[config.mk]
export PLATFORM = sky130hd
export DESIGN_NAME = mlus_dp
export DESIGN_NICKNAME = d
export VERILOG_FILES = /design/src/rtl/mlus_pkg.sv /design/src/rtl/mlus_ram.sv /design/src/rtl/mlus_dp.sv
export SDC_FILE = /design/constraint.sdc
export NUM_CORES = 2
export LEC_CHECK = 0
export BUFFER_PORTS_ARGS = -buffer_cell sky130_fd_sc_hd__buf_4
export CAP_MARGIN = 25
export CORE_ASPECT_RATIO = 0.75
export CORE_UTILIZATION = 40
export CTS_BUF_LIST = sky130_fd_sc_hd__clkbuf_8
export CTS_CLUSTER_DIAMETER = 60
export CTS_CLUSTER_SIZE = 10
export DETAILED_ROUTE_END_ITERATION = 16
export PLACE_DENSITY = 0.56
export SLEW_MARGIN = 20
export SYNTH_ARGS = -nofsm -noshare
export SYNTH_HDL_FRONTEND = slang
export SYNTH_HIERARCHICAL = 1
export SYNTH_MEMORY_MAX_BITS = 65536
export SYNTH_SLANG_ARGS = --single-unit
[constraint.sdc]
create_clock -name clk_i -period 16.6 [get_ports clk_i]
set_clock_uncertainty 0.05 [all_clocks]
set_input_delay 2.49 -clock clk_i [delete_from_list [all_inputs] [get_ports clk_i]]
set_output_delay 2.49 -clock clk_i [all_outputs]
set_load 0.1 [all_outputs]
[src/rtl/mlus_pkg.sv]
// Shared types, constants and codes for the multi-list unique set block.
package mlus_pkg;

  localparam int unsigned LISTEN_DEPTH_DEF = 16;
  localparam int unsigned LIST_DEPTH_DEF   = 64;
  localparam int unsigned NUM_LISTS        = 5;

  localparam int unsigned ACTION_W = 1;
  localparam int unsigned SEL_W    = 3;
  localparam int unsigned VALUE_W  = 16;
  localparam int unsigned STATUS_W = 3;
  localparam int unsigned COUNT_W  = 7;

  localparam int unsigned IN_TDATA_W  = 24;
  localparam int unsigned OUT_TDATA_W = 16;

  typedef enum logic [ACTION_W-1:0] {
    ACT_ADD    = 1'b0,
    ACT_DELETE = 1'b1
  } action_e;

  typedef enum logic [SEL_W-1:0] {
    LIST_LISTEN  = 3'd0,
    LIST_READ    = 3'd1,
    LIST_PARSE   = 3'd2,
    LIST_PACKAGE = 3'd3,
    LIST_WRITE   = 3'd4
  } list_sel_e;

  typedef enum logic [STATUS_W-1:0] {
    ST_ADDED     = 3'd0,
    ST_PRESENT   = 3'd1,
    ST_FULL      = 3'd2,
    ST_REMOVED   = 3'd3,
    ST_NOT_FOUND = 3'd4
  } status_e;

  // Commands from the controller to the datapath.
  typedef struct packed {
    logic load;   // capture the input transfer
    logic rd;     // read the entry at the scan index
    logic chk;    // compare the read entry and advance
    logic fin;    // commit the list update and load the result
  } dp_cmd_t;

  // Status from the datapath to the controller.
  typedef struct packed {
    logic scan_end;  // scan index has reached the list count
    logic stop;      // add found a duplicate in the entry just read
    logic out_free;  // result register can take a new result
  } dp_sts_t;

endpackage

[src/rtl/mlus_ram.sv]
// Generic single-write, single-read RAM with registered read data.
module mlus_ram #(
  parameter int unsigned WIDTH = 16,
  parameter int unsigned DEPTH = 272
) (
  input  logic                     clk_i,
  input  logic                     we_i,
  input  logic [$clog2(DEPTH)-1:0] waddr_i,
  input  logic [WIDTH-1:0]         wdata_i,
  input  logic                     re_i,
  input  logic [$clog2(DEPTH)-1:0] raddr_i,
  output logic [WIDTH-1:0]         rdata_o
);

  logic [WIDTH-1:0] mem_q [DEPTH];
  logic [WIDTH-1:0] rdata_q;

  always_ff @(posedge clk_i) begin
    if (we_i) begin
      mem_q[waddr_i] <= wdata_i;
    end
    if (re_i) begin
      rdata_q <= mem_q[raddr_i];
    end
  end

  assign rdata_o = rdata_q;

endmodule

[src/rtl/mlus_dp.sv]
// Datapath: entry store, per-list counts, scan pointers and result register.
module mlus_dp #(
  parameter int unsigned LISTEN_DEPTH = mlus_pkg::LISTEN_DEPTH_DEF,
  parameter int unsigned LIST_DEPTH   = mlus_pkg::LIST_DEPTH_DEF
) (
  input  logic                            clk_i,
  input  logic                            rst_ni,
  input  logic [mlus_pkg::ACTION_W-1:0]   action_i,
  input  logic [mlus_pkg::SEL_W-1:0]      list_select_i,
  input  logic [mlus_pkg::VALUE_W-1:0]    item_value_i,
  input  mlus_pkg::dp_cmd_t               cmd_i,
  output mlus_pkg::dp_sts_t               sts_o,
  output logic                            out_valid_o,
  input  logic                            out_ready_i,
  output logic [mlus_pkg::STATUS_W-1:0]   status_o,
  output logic [mlus_pkg::COUNT_W-1:0]    list_count_o
);
  import mlus_pkg::*;

  localparam int unsigned STORE_DEPTH = LISTEN_DEPTH + 4 * LIST_DEPTH;
  localparam int unsigned AW          = $clog2(STORE_DEPTH);
  localparam int unsigned MAX_DEPTH   = (LISTEN_DEPTH > LIST_DEPTH) ? LISTEN_DEPTH : LIST_DEPTH;
  localparam int unsigned CW          = $clog2(MAX_DEPTH + 1);

  logic [CW-1:0]       cnt_q [NUM_LISTS];
  logic                act_q;
  logic [SEL_W-1:0]    sel_q;
  logic                sel_ok_q;
  logic [VALUE_W-1:0]  val_q;
  logic [AW-1:0]       base_q;
  logic [CW-1:0]       cap_q;
  logic [CW-1:0]       len_q;
  logic [CW-1:0]       idx_q;
  logic [CW-1:0]       kept_q;
  logic                found_q;
  logic                out_valid_q;
  logic [STATUS_W-1:0] status_q;
  logic [COUNT_W-1:0]  count_q;

  logic [AW-1:0]       base_d;
  logic [CW-1:0]       cap_d;
  logic [CW-1:0]       len_d;
  logic                sel_ok_d;
  logic [VALUE_W-1:0]  rd_data;
  logic                hit;
  logic                ram_we;
  logic [AW-1:0]       ram_waddr;
  logic [VALUE_W-1:0]  ram_wdata;
  status_e             res_status;
  logic [CW-1:0]       res_count;
  logic                res_upd;
  logic [CW+COUNT_W-1:0] count_ext;

  // Region base, capacity and current length of the list named by the input.
  always_comb begin
    sel_ok_d = 1'b1;
    base_d   = '0;
    cap_d    = CW'(LIST_DEPTH);
    len_d    = '0;
    unique case (list_select_i)
      LIST_LISTEN: begin
        cap_d = CW'(LISTEN_DEPTH);
        len_d = cnt_q[0];
      end
      LIST_READ: begin
        base_d = AW'(LISTEN_DEPTH);
        len_d  = cnt_q[1];
      end
      LIST_PARSE: begin
        base_d = AW'(LISTEN_DEPTH + LIST_DEPTH);
        len_d  = cnt_q[2];
      end
      LIST_PACKAGE: begin
        base_d = AW'(LISTEN_DEPTH + 2 * LIST_DEPTH);
        len_d  = cnt_q[3];
      end
      LIST_WRITE: begin
        base_d = AW'(LISTEN_DEPTH + 3 * LIST_DEPTH);
        len_d  = cnt_q[4];
      end
      default: begin
        sel_ok_d = 1'b0;
        cap_d    = '0;
      end
    endcase
  end

  always_ff @(posedge clk_i) begin
    if (cmd_i.load) begin
      act_q    <= action_i;
      sel_q    <= list_select_i;
      sel_ok_q <= sel_ok_d;
      val_q    <= item_value_i;
      base_q   <= base_d;
      cap_q    <= cap_d;
      len_q    <= len_d;
    end
  end

  mlus_ram #(
    .WIDTH (VALUE_W),
    .DEPTH (STORE_DEPTH)
  ) u_store (
    .clk_i   (clk_i),
    .we_i    (ram_we),
    .waddr_i (ram_waddr),
    .wdata_i (ram_wdata),
    .re_i    (cmd_i.rd),
    .raddr_i (base_q + AW'(idx_q)),
    .rdata_o (rd_data)
  );

  assign hit = (rd_data == val_q);

  // Delete copies each surviving entry down to the kept position; add appends.
  always_comb begin
    ram_we    = 1'b0;
    ram_waddr = base_q + AW'(kept_q);
    ram_wdata = rd_data;
    if (cmd_i.chk && act_q == ACT_DELETE && !hit) begin
      ram_we = 1'b1;
    end else if (cmd_i.fin && res_status == ST_ADDED) begin
      ram_we    = 1'b1;
      ram_waddr = base_q + AW'(len_q);
      ram_wdata = val_q;
    end
  end

  always_ff @(posedge clk_i or negedge rst_ni) begin
    if (!rst_ni) begin
      idx_q   <= '0;
      kept_q  <= '0;
      found_q <= 1'b0;
    end else if (cmd_i.load) begin
      idx_q   <= '0;
      kept_q  <= '0;
      found_q <= 1'b0;
    end else if (cmd_i.chk) begin
      idx_q <= idx_q + 1'b1;
      if (act_q == ACT_ADD && hit) begin
        found_q <= 1'b1;
      end
      if (act_q == ACT_DELETE && !hit) begin
        kept_q <= kept_q + 1'b1;
      end
    end
  end

  always_comb begin
    res_upd    = sel_ok_q;
    res_count  = len_q;
    res_status = ST_NOT_FOUND;
    if (!sel_ok_q) begin
      res_count  = '0;
      res_status = (act_q == ACT_ADD) ? ST_FULL : ST_NOT_FOUND;
    end else if (act_q == ACT_ADD) begin
      if (found_q) begin
        res_status = ST_PRESENT;
      end else if (len_q >= cap_q) begin
        res_status = ST_FULL;
      end else begin
        res_status = ST_ADDED;
        res_count  = len_q + 1'b1;
      end
    end else begin
      res_count  = kept_q;
      res_status = (kept_q < len_q) ? ST_REMOVED : ST_NOT_FOUND;
    end
  end

  always_ff @(posedge clk_i or negedge rst_ni) begin
    if (!rst_ni) begin
      for (int k = 0; k < NUM_LISTS; k++) begin
        cnt_q[k] <= '0;
      end
    end else if (cmd_i.fin && res_upd) begin
      unique case (sel_q)
        LIST_LISTEN:  cnt_q[0] <= res_count;
        LIST_READ:    cnt_q[1] <= res_count;
        LIST_PARSE:   cnt_q[2] <= res_count;
        LIST_PACKAGE: cnt_q[3] <= res_count;
        LIST_WRITE:   cnt_q[4] <= res_count;
        default: ;
      endcase
    end
  end

  assign count_ext = (CW + COUNT_W)'(res_count);

  always_ff @(posedge clk_i or negedge rst_ni) begin
    if (!rst_ni) begin
      out_valid_q <= 1'b0;
    end else if (cmd_i.fin) begin
      out_valid_q <= 1'b1;
    end else if (out_ready_i) begin
      out_valid_q <= 1'b0;
    end
  end

  always_ff @(posedge clk_i) begin
    if (cmd_i.fin) begin
      status_q <= res_status;
      count_q  <= count_ext[COUNT_W-1:0];
    end
  end

  assign sts_o.scan_end = (idx_q == len_q);
  assign sts_o.stop     = (act_q == ACT_ADD) && hit;
  assign sts_o.out_free = !out_valid_q || out_ready_i;

  assign out_valid_o  = out_valid_q;
  assign status_o     = status_q;
  assign list_count_o = count_q;

`ifndef SYNTHESIS
  assert property (@(posedge clk_i) disable iff (!rst_ni)
    cnt_q[0] <= CW'(LISTEN_DEPTH) && cnt_q[1] <= CW'(LIST_DEPTH) &&
    cnt_q[2] <= CW'(LIST_DEPTH) && cnt_q[3] <= CW'(LIST_DEPTH) &&
    cnt_q[4] <= CW'(LIST_DEPTH))
    else $error("list count beyond its capacity");

  assert property (@(posedge clk_i) disable iff (!rst_ni)
    $rose(out_valid_q) |-> $past(cmd_i.fin))
    else $error("result presented without a commit");

  assert property (@(posedge clk_i) disable iff (!rst_ni)
    kept_q <= idx_q)
    else $error("compaction write pointer ahead of the scan pointer");
`endif

endmodule

==> summary.txt <==
Cells and area
  – Final core occ: 0.4411
  – Fin nets: 8754
  – Post-route insts no fill: 14.47k
  – Area grow syn2layout: 9.663%
  – Ratio of cells with drive above 1 in the final layout: 0.2278

Logic synthesis
  – Post-synth EDFFs: 4411
  – Largest cells by area after synthesis: edfxtp_1 77%, mux4_2 11%, mux2i_1 3.6%
  – Synthesized area per cell: 21.07 um^2
  – Yosys warning count: 6
  – Most used DFF post-synth: edfxtp_1
  – Seq/Total Area, Yosys: 0.7757
  – Synth top area share: 0.7683
  – Async S/R FF share, synth: 0.01143
  – Number of synthesized register bits: 4462
  – Top-count cell post-synth: edfxtp_1
  – Netlist cell types: 70
  – Synth Instances: 8181
  – Most frequent cells after synthesis: 4411 x edfxtp_1, 836 x mux4_2, 615 x mux2i_1, 349 x nor2_1, 249 x a22oi_1
  – Syn Std Cell Area: 172400 um^2
  – Cell taking the most area after synthesis: edfxtp_1
  – Post-Syn Nets: 8229

Critical path
  – Worst Path Required: 17.43 ns
  – Critical path arrival: 7.59 ns
  – Critical path's slowest cell: o41ai_1
  – Worst-path maximum fanout: 86
  – Startpoint types: flop
  – CP Cell Sequence: buf_12 > buf_12 > buf_4 > buf_4 > buf_16 > mux4_2 > mux4_2 > a21o_1 > o41ai_1 > buf_4 > a32oi_1
  – Most common cell on crit path: buf_4
  – Setup CP Type: reg -> reg
  – Worst path max stage delay: 0.91 ns
  – CP Capture Type: flop

Route
  – TritonRoute pass-1 iters: 5
  – Vias: 87.05k
  – Drt wl/cell: 33.32 um
  – # DRC: 0
  – Post-route ant nets: 0
  – Final wirelength: 482100 um
  – Initial detailed-routing violation count: 11.96k
  – Via/cell ratio: 6.016

Power
  – Worst IR drop on VDD: 0.00007334 V
  – PwrDens: 113.0 nW/um^2
  – Pleak: 0.05716 uW
  – Power, Total: 21370 uW

Clock network
  – CTS max path bufs: 4
  – H-tree levels: 5
  – Clk sink count: 4462
  – Clock latency on the worst-skew pair: 1.16 ns
  – Root Driver: clkbuf_8
  – Clock slew at reported path FFs: 0.08 ns
  – PostCTS Resize Cnt: 0
  – Post-CTS Setup Repair Bufs: 0
  – Num CTS Buffers: 489
  – Hold-fix buffers at CTS: 0
  – CTS tree: done

STA
  – Final Cycle Share: 0.4069
  – Slew margin rel.: 0.2292
  – Achievable Freq: 148.1 MHz
  – Tmin final: 6.754 ns
  – Final Hold Vio Count: 0
  – Setup TNS: 0 ns
  – RSZ-0062 raised after global routing: no
  – # setup viols final: 0
  – Worst Max-Slew Pin Slew: 1.156 ns
  – Slew Limit Fails: 0
  – Final WS setup: 9.846 ns

Floorplan
  – Die width: 760.1 um
  – Die Y-Extent: 570.5 um
  – Die area: 433600 um^2
  – Core area: 428600 um^2
  – # IOs: 41
  – Initial Utilization: 0.4022
  – Row count: 208

Outcome
  – Status: finished clean

Hold path
  – HP Class: reg -> reg

Global routing
  – GRT Total Usage: 0.2172
  – Grt total ovfl: 0
  – Wire length of the first global-routing pass: 670600 um
  – Initial antenna violation count: 34
  – Largest net degree at the start of global routing: 165
  – Number of global-route vias before repair: 84.97k

Placed design
  – Gpl congestion: 0.8579
  – Placed insts: 13.87k
  – Place WS: 9.558 ns
  – Hpwl dp: 286300 um
  – I/O Buffers: 40

Run
  – Max-cap violations: 0
==> worst paths after layout <==
kind | cells past startpoint | startpoint | slack, ns | to
max | 11 | idx_q[0] | 9.85 | u_store/rdata_o[2]
min | 1 | cnt_q[9] | 0.47 | cnt_q[9]
max reg2reg | 11 | idx_q[0] | 9.85 | u_store/rdata_o[2]
min reg2reg | 1 | cnt_q[9] | 0.47 | cnt_q[9]
max in group asynchronous | 1 | rst_ni | 14.59 | idx_q[2]
min in group asynchronous | 1 | rst_ni | 1.37 | out_valid_o
==> layout by cell type (no fill, tap or decap), types with 60 or more instances in the layout <==
master / netlist / routed
edfxtp_1: 4411 / 4411
mux4_2: 836 / 836
mux2i_1: 615 / 615
clkbuf_8: 0 / 494
buf_4: 69 / 482
nor2_1: 349 / 333
a22oi_1: 249 / 249
a21oi_1: 131 / 131
o22ai_1: 130 / 130
nor3_1: 91 / 90
nand2_1: 97 / 89
inv_1: 23 / 75
o221ai_1: 73 / 73
nand3_1: 78 / 72
a211oi_1: 60 / 60
==> through the flow <==
stage	area, um^2	hold WS, ns
after floorplan	172400	0.4300
after global placement	181200	0.4398
after detailed placement	181400	0.4464
after CTS	188600	0.4637
after global routing	189000	0.4803
final	189100	0.4655
==> power by group <==
| part | internal (uW) | switching (uW) |
|---|---|---|
| Combinational | 644 | 1490 |
| Sequential | 12800 | 55.8 |
| Clock | 2670 | 3700 |
==> kinds of logic after synthesis <==
group,synth area share
flip-flops,0.7757
XOR/XNOR,0.001727
AO/OA/AOI/OAI,0.03765
buffers and inverters,0.01526
multiplexers,0.1481
AND/OR/NAND/NOR,0.02006
adder cells (fa/ha/maj),0.001524
==> area by class of cell <==
cell class	count	area, um^2
diodes	16	40.04
flip-flops and latches	4462	133700
multi-input cells	3211	36600
fillers	36020	239600
clock buffers	494	6799
repair buffers	518	4282
well taps	5670	7094
inverters	24	97.59
clock inverters	74	399.1
==> sequential cells by signal, indices dropped and copies added (netlist names), 2 cells and up <==
| signal | flops |
|---|---|
| u_store/mem_q | 4352 |
| status_o | 3 |
| list_count_o | 7 |
| len_q | 7 |
| kept_q | 7 |
| base_q | 3 |
| u_store/rdata_o | 16 |
| cap_q | 2 |
| sel_q | 3 |
| cnt_q | 35 |
| val_q | 16 |
| idx_q | 7 |
==> metal layers <==
layer | global-route usage | part of all wire | vias up
met5 | 0 | 0.000079 | -
met4 | 0.04722 | 0.023 | 6
met3 | 0.05591 | 0.11 | 605
met2 | 0.3074 | 0.43 | 4394
met1 | 0.3378 | 0.44 | 47030
li1 | - | - | 35010
==> worst max-delay path: cells and delay by family, from the launching register on <==
family	cells	cell delay, ns
buffers and inverters	6	2.81
AOI/OAI and AO/OA	3	1.24
muxes	2	1.17
DFF	1	0.69
Note: power is estimated with default switching activity, not from simulation.
