--- src/rtl/mlus_pkg.sv ---
// Shared types, constants and codes for the multi-list unique set block.
package mlus_pkg;

  localparam int unsigned LISTEN_DEPTH_DEF = 16;
  localparam int unsigned LIST_DEPTH_DEF   = 64;
  localparam int unsigned NUM_LISTS        = 5;

  localparam int unsigned ACTION_W = 1;
  localparam int unsigned SEL_W    = 3;
  localparam int unsigned VALUE_W  = 16;
  localparam int unsigned STATUS_W = 3;
  localparam int unsigned COUNT_W  = 7;

  localparam int unsigned IN_TDATA_W  = 24;
  localparam int unsigned OUT_TDATA_W = 16;

  typedef enum logic [ACTION_W-1:0] {
    ACT_ADD    = 1'b0,
    ACT_DELETE = 1'b1
  } action_e;

  typedef enum logic [SEL_W-1:0] {
    LIST_LISTEN  = 3'd0,
    LIST_READ    = 3'd1,
    LIST_PARSE   = 3'd2,
    LIST_PACKAGE = 3'd3,
    LIST_WRITE   = 3'd4
  } list_sel_e;

  typedef enum logic [STATUS_W-1:0] {
    ST_ADDED     = 3'd0,
    ST_PRESENT   = 3'd1,
    ST_FULL      = 3'd2,
    ST_REMOVED   = 3'd3,
    ST_NOT_FOUND = 3'd4
  } status_e;

  // Commands from the controller to the datapath.
  typedef struct packed {
    logic load;   // capture the input transfer
    logic rd;     // read the entry at the scan index
    logic chk;    // compare the read entry and advance
    logic fin;    // commit the list update and load the result
  } dp_cmd_t;

  // Status from the datapath to the controller.
  typedef struct packed {
    logic scan_end;  // scan index has reached the list count
    logic stop;      // add found a duplicate in the entry just read
    logic out_free;  // result register can take a new result
  } dp_sts_t;

endpackage

--- src/rtl/mlus_ctrl.sv ---
// Sequencing state machine: accept, scan the list entry by entry, commit.
module mlus_ctrl (
  input  logic              clk_i,
  input  logic              rst_ni,
  input  logic              in_valid_i,
  output logic              in_ready_o,
  input  mlus_pkg::dp_sts_t sts_i,
  output mlus_pkg::dp_cmd_t cmd_o
);
  import mlus_pkg::*;

  typedef enum logic [3:0] {
    S_IDLE   = 4'b0001,
    S_READ   = 4'b0010,
    S_CHECK  = 4'b0100,
    S_FINISH = 4'b1000
  } state_e;

  state_e state_q, state_d;

  always_comb begin
    state_d = state_q;
    cmd_o   = '0;
    unique case (state_q)
      S_IDLE: begin
        if (in_valid_i) begin
          cmd_o.load = 1'b1;
          state_d    = S_READ;
        end
      end
      S_READ: begin
        if (sts_i.scan_end) begin
          state_d = S_FINISH;
        end else begin
          cmd_o.rd = 1'b1;
          state_d  = S_CHECK;
        end
      end
      S_CHECK: begin
        cmd_o.chk = 1'b1;
        state_d   = sts_i.stop ? S_FINISH : S_READ;
      end
      S_FINISH: begin
        if (sts_i.out_free) begin
          cmd_o.fin = 1'b1;
          state_d   = S_IDLE;
        end
      end
      default: state_d = S_IDLE;
    endcase
  end

  always_ff @(posedge clk_i or negedge rst_ni) begin
    if (!rst_ni) begin
      state_q <= S_IDLE;
    end else begin
      state_q <= state_d;
    end
  end

  assign in_ready_o = (state_q == S_IDLE);

`ifndef SYNTHESIS
  assert property (@(posedge clk_i) disable iff (!rst_ni)
    state_q == S_CHECK |-> $past(state_q == S_READ))
    else $error("compare step without a preceding read");

  assert property (@(posedge clk_i) disable iff (!rst_ni)
    cmd_o.fin |-> sts_i.out_free)
    else $error("result committed while the output register is occupied");

  assert property (@(posedge clk_i) disable iff (!rst_ni)
    (state_q == S_READ && sts_i.scan_end) |=> state_q == S_FINISH)
    else $error("scan end did not lead to the commit step");
`endif

endmodule

--- config.mk ---
export PLATFORM = sky130hd
export DESIGN_NAME = mlus_ctrl
export DESIGN_NICKNAME = d
export VERILOG_FILES = /design/src/rtl/mlus_pkg.sv /design/src/rtl/mlus_ctrl.sv
export SDC_FILE = /design/constraint.sdc
export NUM_CORES = 1
export LEC_CHECK = 0
export BUFFER_PORTS_ARGS = -buffer_cell sky130_fd_sc_hd__buf_2
export CAP_MARGIN = 30
export CORE_AREA = 3 3 40 42
export DETAILED_ROUTE_END_ITERATION = 8
export DIE_AREA = 0 0 43 45
export SKIP_CTS_REPAIR_TIMING = 1
export SYNTH_ARGS = -nofsm -noshare
export SYNTH_HDL_FRONTEND = slang
export SYNTH_SLANG_ARGS = --single-unit
--- constraint.sdc ---
create_clock -name clk_i -period 1.7 [get_ports clk_i]
set_clock_uncertainty 0.15 [all_clocks]
set_input_delay 0.17 -clock clk_i [delete_from_list [all_inputs] [get_ports clk_i]]
set_output_delay 0.17 -clock clk_i [all_outputs]
set_load 0.01 [all_outputs]
==> run_summary.xml, run 1 <==
<?xml version="1.0" encoding="UTF-8"?>
<metrics>
  <group name="run_status">
    <metric name="run_status" unit="">complete, no violations</metric>
  </group>
  <group name="clocking">
    <metric name="ctsLongestPathBuffers" unit="">2</metric>
    <metric name="clk-insertion-delay-late" unit="ps">240</metric>
    <metric name="cts_inserted_buffers" unit="">3</metric>
    <metric name="ctsHtreeMaxLevel" unit="">1</metric>
    <metric name="clockRootBuffer" unit="">sky130_fd_sc_hd__clkbuf_4</metric>
    <metric name="cts.clk_slew.worst_paths" unit="ps">30</metric>
    <metric name="number_of_sinks_handled_by_clock_tree_synthesis" unit="">4</metric>
    <metric name="tritoncts" unit="">yes</metric>
  </group>
  <group name="grt">
    <metric name="largest_net_degree_at_the_start_of_global_routing" unit="">8</metric>
    <metric name="globalRouteTotalUtil" unit="">0.0627</metric>
    <metric name="globalRoute.totalOverflow" unit="">0</metric>
    <metric name="grt_pass1_wl" unit="um">834</metric>
    <metric name="via_count_of_the_first_global_routing_pass" unit="">226</metric>
    <metric name="initial_antenna_violation_count" unit="">0</metric>
  </group>
  <group name="logic_synthesis">
    <metric name="synth_commonest_cells" unit="">sky130_fd_sc_hd__dfrtp_1 (3), sky130_fd_sc_hd__a21o_1 (2), sky130_fd_sc_hd__nor2_1 (2), sky130_fd_sc_hd__nor2b_1 (2), sky130_fd_sc_hd__nor4b_1 (2)</metric>
    <metric name="yosysMostFrequentCell" unit="">sky130_fd_sc_hd__dfrtp_1</metric>
    <metric name="synthFlopType" unit="">sky130_fd_sc_hd__dfrtp_1</metric>
    <metric name="synth-async-reset-ratio" unit="">1.00</metric>
    <metric name="synth_simple_gate_area_frac" unit="">0.408</metric>
    <metric name="mappedNetlistNets" unit="">29</metric>
    <metric name="mappedNetlistArea" unit="um2">224</metric>
    <metric name="synth-xor-area-share" unit="">0</metric>
    <metric name="synth.yosys.warnings" unit="">0</metric>
    <metric name="yosys.area.top_type_share" unit="">0.335</metric>
    <metric name="post_synth_mux_area_share" unit="">0</metric>
    <metric name="post_synth_inst_count" unit="">23</metric>
    <metric name="synth_top_family_by_area" unit="">simple AND/OR/NAND/NOR gates</metric>
    <metric name="ys_ff_latch" unit="">4</metric>
    <metric name="syn_area_per_cell" unit="um2">9.74</metric>
    <metric name="synth-compound-area-share" unit="">0.123</metric>
    <metric name="synth-edff-count" unit="">0</metric>
    <metric name="synth_fa_ha_area_frac" unit="">0</metric>
    <metric name="leading_cell_types_by_total_area_after_synthesis" unit="">sky130_fd_sc_hd__dfrtp_1 (34%), sky130_fd_sc_hd__dfstp_2 (12%), sky130_fd_sc_hd__nor4b_1 (7.8%), sky130_fd_sc_hd__a21o_1 (6.7%), sky130_fd_sc_hd__nor2b_1 (5.6%)</metric>
    <metric name="synth_sequential_area_ratio" unit="">0.453</metric>
    <metric name="synth_largest_area_cell" unit="">sky130_fd_sc_hd__dfrtp_1</metric>
    <metric name="cell_variety_after_synth" unit="">17</metric>
  </group>
  <group name="floorplan">
    <metric name="boundaryPins" unit="">11</metric>
    <metric name="start_util" unit="">0.174</metric>
    <metric name="design.die.area" unit="um2">1940</metric>
    <metric name="row_count" unit="">13</metric>
    <metric name="die-height" unit="um">45</metric>
    <metric name="core_region_area" unit="um2">1280</metric>
    <metric name="chipWidth" unit="um">43</metric>
  </group>
  <group name="sta">
    <metric name="setup-tns-final" unit="ps">0</metric>
    <metric name="fmax" unit="GHz">0.604</metric>
    <metric name="tightestPinTransition" unit="ps">290</metric>
    <metric name="slew_headroom" unit="">0.807</metric>
    <metric name="slew_viol_final" unit="">0</metric>
    <metric name="hold_violations" unit="">0</metric>
    <metric name="finalSetupViolCount" unit="">0</metric>
    <metric name="fin_crit_sh" unit="">0.975</metric>
    <metric name="final.setup.worst_slack" unit="ps">43.0</metric>
    <metric name="period_needed" unit="ps">1660</metric>
  </group>
  <group name="pwr">
    <metric name="worst_ir_drop_vdd" unit="mV">0.283</metric>
    <metric name="power.leakage" unit="uW">0.000203</metric>
    <metric name="power.density_cell_area" unit="nW/um2">1380</metric>
  </group>
  <group name="placed_design">
    <metric name="port_buffers" unit="">10</metric>
    <metric name="gp_routability_congestion" unit="">0.734</metric>
    <metric name="placedInstanceArea" unit="um2">300</metric>
    <metric name="dp.cells" unit="">49</metric>
    <metric name="dpl_worst_slack" unit="ps">165</metric>
    <metric name="place.detailed.hpwl" unit="um">408</metric>
  </group>
  <group name="critical_path">
    <metric name="worst-setup-path-type" unit="">flip-flop to output port</metric>
    <metric name="worst_setup_path_start_kind" unit="">flip-flop</metric>
    <metric name="critical_path.max_fanout" unit="">3</metric>
    <metric name="cpPeakStageDelay" unit="ps">380</metric>
    <metric name="crit_required" unit="ps">1380</metric>
    <metric name="cpMaxStageDelayCell" unit="">sky130_fd_sc_hd__dfstp_2</metric>
    <metric name="end_kind" unit="">output port</metric>
    <metric name="critical_path.cell_chain" unit="">buf_12 -&gt; nor4b_2 -&gt; nor2b_1 -&gt; buf_2</metric>
    <metric name="cp.arrival" unit="ps">1340</metric>
  </group>
  <group name="drt">
    <metric name="post_detailed_route_count_of_antenna_violating_nets" unit="">0</metric>
    <metric name="route.detailed.vias_per_inst" unit="">4.21</metric>
    <metric name="detail_route.first_pass.iterations" unit="">2</metric>
    <metric name="route.detailed.wl_per_inst" unit="um">10.2</metric>
    <metric name="remaining_drc_errors" unit="">0</metric>
    <metric name="drtIter0Drc" unit="">4</metric>
    <metric name="vias" unit="">240</metric>
    <metric name="drt-total-wl" unit="um">580</metric>
  </group>
  <group name="finish">
    <metric name="largest_register" unit="">state_q</metric>
    <metric name="reg.largest.list" unit="">state_q: 4 flops</metric>
    <metric name="max_reg_flops" unit="">4</metric>
    <metric name="final_cells" unit="">57</metric>
    <metric name="finish.instance_area" unit="um2">398</metric>
    <metric name="antenna_cells_inserted" unit="">0</metric>
    <metric name="fin_nets" unit="">49</metric>
    <metric name="layout-area-overhead-vs-synth" unit="%">77.7</metric>
    <metric name="postLayoutCoreUtil" unit="">0.310</metric>
    <metric name="layout-drive-gt1-share" unit="">0.500</metric>
  </group>
  <group name="hold_path">
    <metric name="hp_class" unit="">input port to flip-flop</metric>
  </group>
  <group name="run">
    <metric name="max_cap_violations" unit="">0</metric>
  </group>
</metrics>
[critical path: cells and delay by family (launching register included)]
| family | cells | cell delay (ps) |
|---|---|---|
| buf+inv | 2 | 250 |
| simple gates | 2 | 470 |
| flops | 1 | 380 |
[through the flow]
step	total power (uW)	hold WS, ps
2_1_floorplan	254	-276
3_3_place_gp	319	-175
3_5_place_dp	319	-174
4_1_cts	454	-432
5_1_grt	588	54.2
6_report	548	55.7
[report_power, final]
group          leakage [uW]  switching, uW  internal (uW)
combinational      0.000138           82.9            155
sequential        0.0000495           50.5            131
clock             0.0000150           40.4           88.2
[final timing paths]
check	endpoint	depth (start not counted)	slack [ps]	from
worst max-delay path	cmd_o[2]	4	40	state_q[0]
worst min-delay path	state_q[0]	3	60	in_valid_i
worst max register to register	state_q[3]	3	300	state_q[2]
worst min register to register	state_q[3]	2	490	state_q[0]
max in group asynchronous	state_q[0]	2	1080	rst_ni
min in group asynchronous	state_q[1]	2	110	rst_ni
[per-layer routing]
layer | routed length [um] | track usage
met1 | 248 | 0.0732
met2 | 294 | 0.0868
met3 | 37 | 0.0159
met4 | 0 | 0.0723
met5 | 0 | 0
[kinds of logic (layout without fill, tap and decap cells)]
group           after synthesis  after routing
simple gates                 14             14
flops                         4              4
buf+inv                       1             20
compound gates                4              4
[cells in the final DEF, fill, tap and decap left out, types with 2 or more instances in the layout]
cell,instances
sky130_fd_sc_hd__buf_2,10
sky130_fd_sc_hd__clkbuf_4,3
sky130_fd_sc_hd__nor2b_1,2
sky130_fd_sc_hd__nor2_1,2
sky130_fd_sc_hd__a21o_1,2
sky130_fd_sc_hd__dlygate4sd3_1,2
sky130_fd_sc_hd__buf_4,2
sky130_fd_sc_hd__dfrtp_1,2
[final cells by class]
class	count	area [um2]
Multi-Input combinational cell	18	141
Sequential cell	4	103
Fill cell	140	887
Inverter	1	3.75
Clock buffer	4	26.3
Timing Repair Buffer	15	105
Tap cell	15	18.8
No activity file was read; power rests on OpenSTA's default activity.
==> run 2, diff against run 1 <==
--- a/config.mk
+++ b/config.mk
@@ -10,6 +10,7 @@
 export CORE_AREA = 3 3 40 42
 export DETAILED_ROUTE_END_ITERATION = 8
 export DIE_AREA = 0 0 43 45
+export MAX_ROUTING_LAYER = met4
 export SKIP_CTS_REPAIR_TIMING = 1
 export SYNTH_ARGS = -nofsm -noshare
 export SYNTH_HDL_FRONTEND = slang
==> constraint.sdc (replaced) <==
create_clock -name clk_i -period 1.8 [get_ports clk_i]
set_clock_uncertainty 0.15 [all_clocks]
set_input_delay 0.18 -clock clk_i [delete_from_list [all_inputs] [get_ports clk_i]]
set_output_delay 0.18 -clock clk_i [all_outputs]
set_load 0.01 [all_outputs]
==> run 2 against run 1 <==
Critical path depth decreased by 1. Worst setup slack improved by 71 ps. Non-clock buffer count decreased by 2. Critical endpoint is now cmd_o[3].
==> run_summary.xml, run 2 (synthesis gave the netlist of run 1 again) <==
<?xml version="1.0" encoding="UTF-8"?>
<metrics>
  <group name="drt">
    <metric name="top_signal_layer_used" unit="">met4</metric>
    <metric name="post_detailed_route_count_of_antenna_violating_nets" unit="">0</metric>
    <metric name="route.detailed.wl_per_inst" unit="um">10.7</metric>
    <metric name="detail_route.first_pass.iterations" unit="">4</metric>
    <metric name="drt-met1-wl" unit="um">276</metric>
    <metric name="dr_wl_met3" unit="um">37</metric>
    <metric name="route.detailed.vias_per_inst" unit="">4.40</metric>
    <metric name="drtIter0Drc" unit="">3</metric>
    <metric name="met2_length" unit="um">259</metric>
    <metric name="vias" unit="">242</metric>
    <metric name="drt-total-wl" unit="um">591</metric>
    <metric name="remaining_drc_errors" unit="">0</metric>
  </group>
  <group name="placed_design">
    <metric name="placedInstanceArea" unit="um2">300</metric>
    <metric name="port_buffers" unit="">10</metric>
    <metric name="gp_routability_congestion" unit="">0.737</metric>
    <metric name="place.detailed.hpwl" unit="um">419</metric>
  </group>
  <group name="pwr">
    <metric name="total_power" unit="uW">467</metric>
    <metric name="worst_ir_drop_vdd" unit="mV">0.256</metric>
    <metric name="power.density_cell_area" unit="nW/um2">1270</metric>
    <metric name="power.leakage" unit="uW">0.000188</metric>
  </group>
  <group name="grt">
    <metric name="initial_antenna_violation_count" unit="">0</metric>
    <metric name="grt_pass1_wl" unit="um">931</metric>
    <metric name="via_count_of_the_first_global_routing_pass" unit="">230</metric>
    <metric name="globalRouteTotalUtil" unit="">0.0698</metric>
    <metric name="largest_net_degree_at_the_start_of_global_routing" unit="">8</metric>
    <metric name="globalRoute.totalOverflow" unit="">0</metric>
  </group>
  <group name="floorplan">
    <metric name="boundaryPins" unit="">11</metric>
    <metric name="design.die.area" unit="um2">1940</metric>
    <metric name="row_count" unit="">13</metric>
    <metric name="chipWidth" unit="um">43</metric>
    <metric name="start_util" unit="">0.174</metric>
    <metric name="die-height" unit="um">45</metric>
    <metric name="core_region_area" unit="um2">1280</metric>
  </group>
  <group name="hold_path">
    <metric name="hold_start" unit="">sts_i[1]</metric>
    <metric name="hp_class" unit="">input port to flip-flop</metric>
    <metric name="hold-path-cell-count" unit="">3</metric>
    <metric name="min_delay_worst_endpoint" unit="">state_q[1]</metric>
  </group>
  <group name="critical_path">
    <metric name="worst_setup_path_start_kind" unit="">flip-flop</metric>
    <metric name="cpMaxStageDelayCell" unit="">sky130_fd_sc_hd__dfstp_2</metric>
    <metric name="crit_required" unit="ps">1470</metric>
    <metric name="cpPeakStageDelay" unit="ps">570</metric>
    <metric name="startpoint" unit="">state_q[0]</metric>
    <metric name="r2r_start" unit="">state_q[2]</metric>
    <metric name="cp.arrival" unit="ps">1360</metric>
    <metric name="timing.reg2reg.worst_path_depth" unit="">3</metric>
    <metric name="path_buf_inv" unit="">1</metric>
    <metric name="worst-setup-path-type" unit="">flip-flop to output port</metric>
    <metric name="critical_path.cell_chain" unit="">nor4b_4 -&gt; and2_2 -&gt; buf_2</metric>
    <metric name="end_kind" unit="">output port</metric>
    <metric name="critical_path.max_fanout" unit="">5</metric>
    <metric name="worst_reg_to_reg_setup_slack" unit="ps">380</metric>
    <metric name="kind_of_cell_adding_the_most_delay_to_the_critical_path" unit="">flip-flops</metric>
    <metric name="worstReg2RegEnd" unit="">state_q[3]</metric>
  </group>
  <group name="sta">
    <metric name="fin_crit_sh" unit="">0.937</metric>
    <metric name="period_needed" unit="ps">1690</metric>
    <metric name="setup-tns-final" unit="ps">0</metric>
    <metric name="finalSetupViolCount" unit="">0</metric>
    <metric name="slew_viol_final" unit="">0</metric>
    <metric name="hold_violations" unit="">0</metric>
    <metric name="timing.hold.ws" unit="ps">57.2</metric>
    <metric name="fmax" unit="GHz">0.593</metric>
    <metric name="tightestPinTransition" unit="ps">300</metric>
    <metric name="slew_headroom" unit="">0.800</metric>
  </group>
  <group name="clocking">
    <metric name="cts_inserted_buffers" unit="">3</metric>
    <metric name="clk-insertion-delay-late" unit="ps">240</metric>
    <metric name="cts.clk_slew.worst_paths" unit="ps">40</metric>
    <metric name="tritoncts" unit="">yes</metric>
    <metric name="ctsLongestPathBuffers" unit="">2</metric>
    <metric name="clockRootBuffer" unit="">sky130_fd_sc_hd__clkbuf_4</metric>
    <metric name="ctsHtreeMaxLevel" unit="">1</metric>
    <metric name="number_of_sinks_handled_by_clock_tree_synthesis" unit="">4</metric>
  </group>
  <group name="run">
    <metric name="max_cap_violations" unit="">0</metric>
  </group>
  <group name="finish">
    <metric name="reg.largest.list" unit="">state_q: 4 flops</metric>
    <metric name="largest_register" unit="">state_q</metric>
    <metric name="num-fill-cells" unit="">158</metric>
    <metric name="postLayoutCoreUtil" unit="">0.286</metric>
    <metric name="finish.instance_area" unit="um2">368</metric>
    <metric name="layout.cells.most_common" unit="">sky130_fd_sc_hd__buf_2</metric>
    <metric name="top_library_cells_by_usage_in_the_layout_fill_and_taps_aside" unit="">sky130_fd_sc_hd__buf_2 (10), sky130_fd_sc_hd__clkbuf_4 (3), sky130_fd_sc_hd__dfrtp_1 (3)</metric>
    <metric name="layout-area-overhead-vs-synth" unit="%">64.2</metric>
    <metric name="max_reg_flops" unit="">4</metric>
    <metric name="antenna_cells_inserted" unit="">0</metric>
    <metric name="fin_nets" unit="">47</metric>
    <metric name="layout-drive-gt1-share" unit="">0.450</metric>
  </group>
  <group name="run_status">
    <metric name="run_status" unit="">complete, no violations</metric>
  </group>
</metrics>
==> run 2: worst max-delay path by stage <==
stage / end / slack (ps) / cells past startpoint
2_1_floorplan: cmd_o[3] / 170 / 2
3_5_place_dp: cmd_o[3] / 250 / 3
4_1_cts: cmd_o[3] / -50 / 3
5_1_grt: cmd_o[3] / -0.3 / 3
6_report: cmd_o[3] / 110 / 3
3_3_place_gp: cmd_o[3] / 270 / 3
==> run 2: through the flow <==
| step | setup WS, ps | instances |
|---|---|---|
| CTS | -48.7 | 53 |
| floorplan | 167 | 23 |
| finish | 114 | 55 |
| global placement | 270 | 49 |
| detailed placement | 247 | 49 |
| global route | -0.331 | 55 |
==> run 2: area by class of cell <==
type | instances | area [um2] | share of cell area
Timing Repair Buffer | 13 | 77.6 | 0.211
Sequential cell | 4 | 101 | 0.276
Tap cell | 15 | 18.8 | 0.0510
Clock buffer | 4 | 26.3 | 0.0714
Multi-Input combinational cell | 18 | 140 | 0.381
Inverter | 1 | 3.75 | 0.0102
==> run 2: routing by layer <==
layer | global-route usage | up-vias
li1 | - | 117
met1 | 0.0807 | 112
met2 | 0.0958 | 11
met3 | 0.0279 | 2
met4 | 0.0542 | 0
met5 | - | -
==> run 2: power by group <==
| group | switching, uW | internal (uW) | leakage [uW] |
|---|---|---|---|
| Sequential | 50.8 | 123 | 0.0000511 |
| Clock | 43.4 | 83.6 | 0.0000150 |
| Combinational | 64.9 | 101 | 0.000122 |
| Total | 159 | 308 | 0.000188 |
==> run 2: tightest hold or removal path: cells and delay by family <==
family                 cells  cell delay (ps)
buffers and inverters      2              140
AO/OA/AOI/OAI              1               90
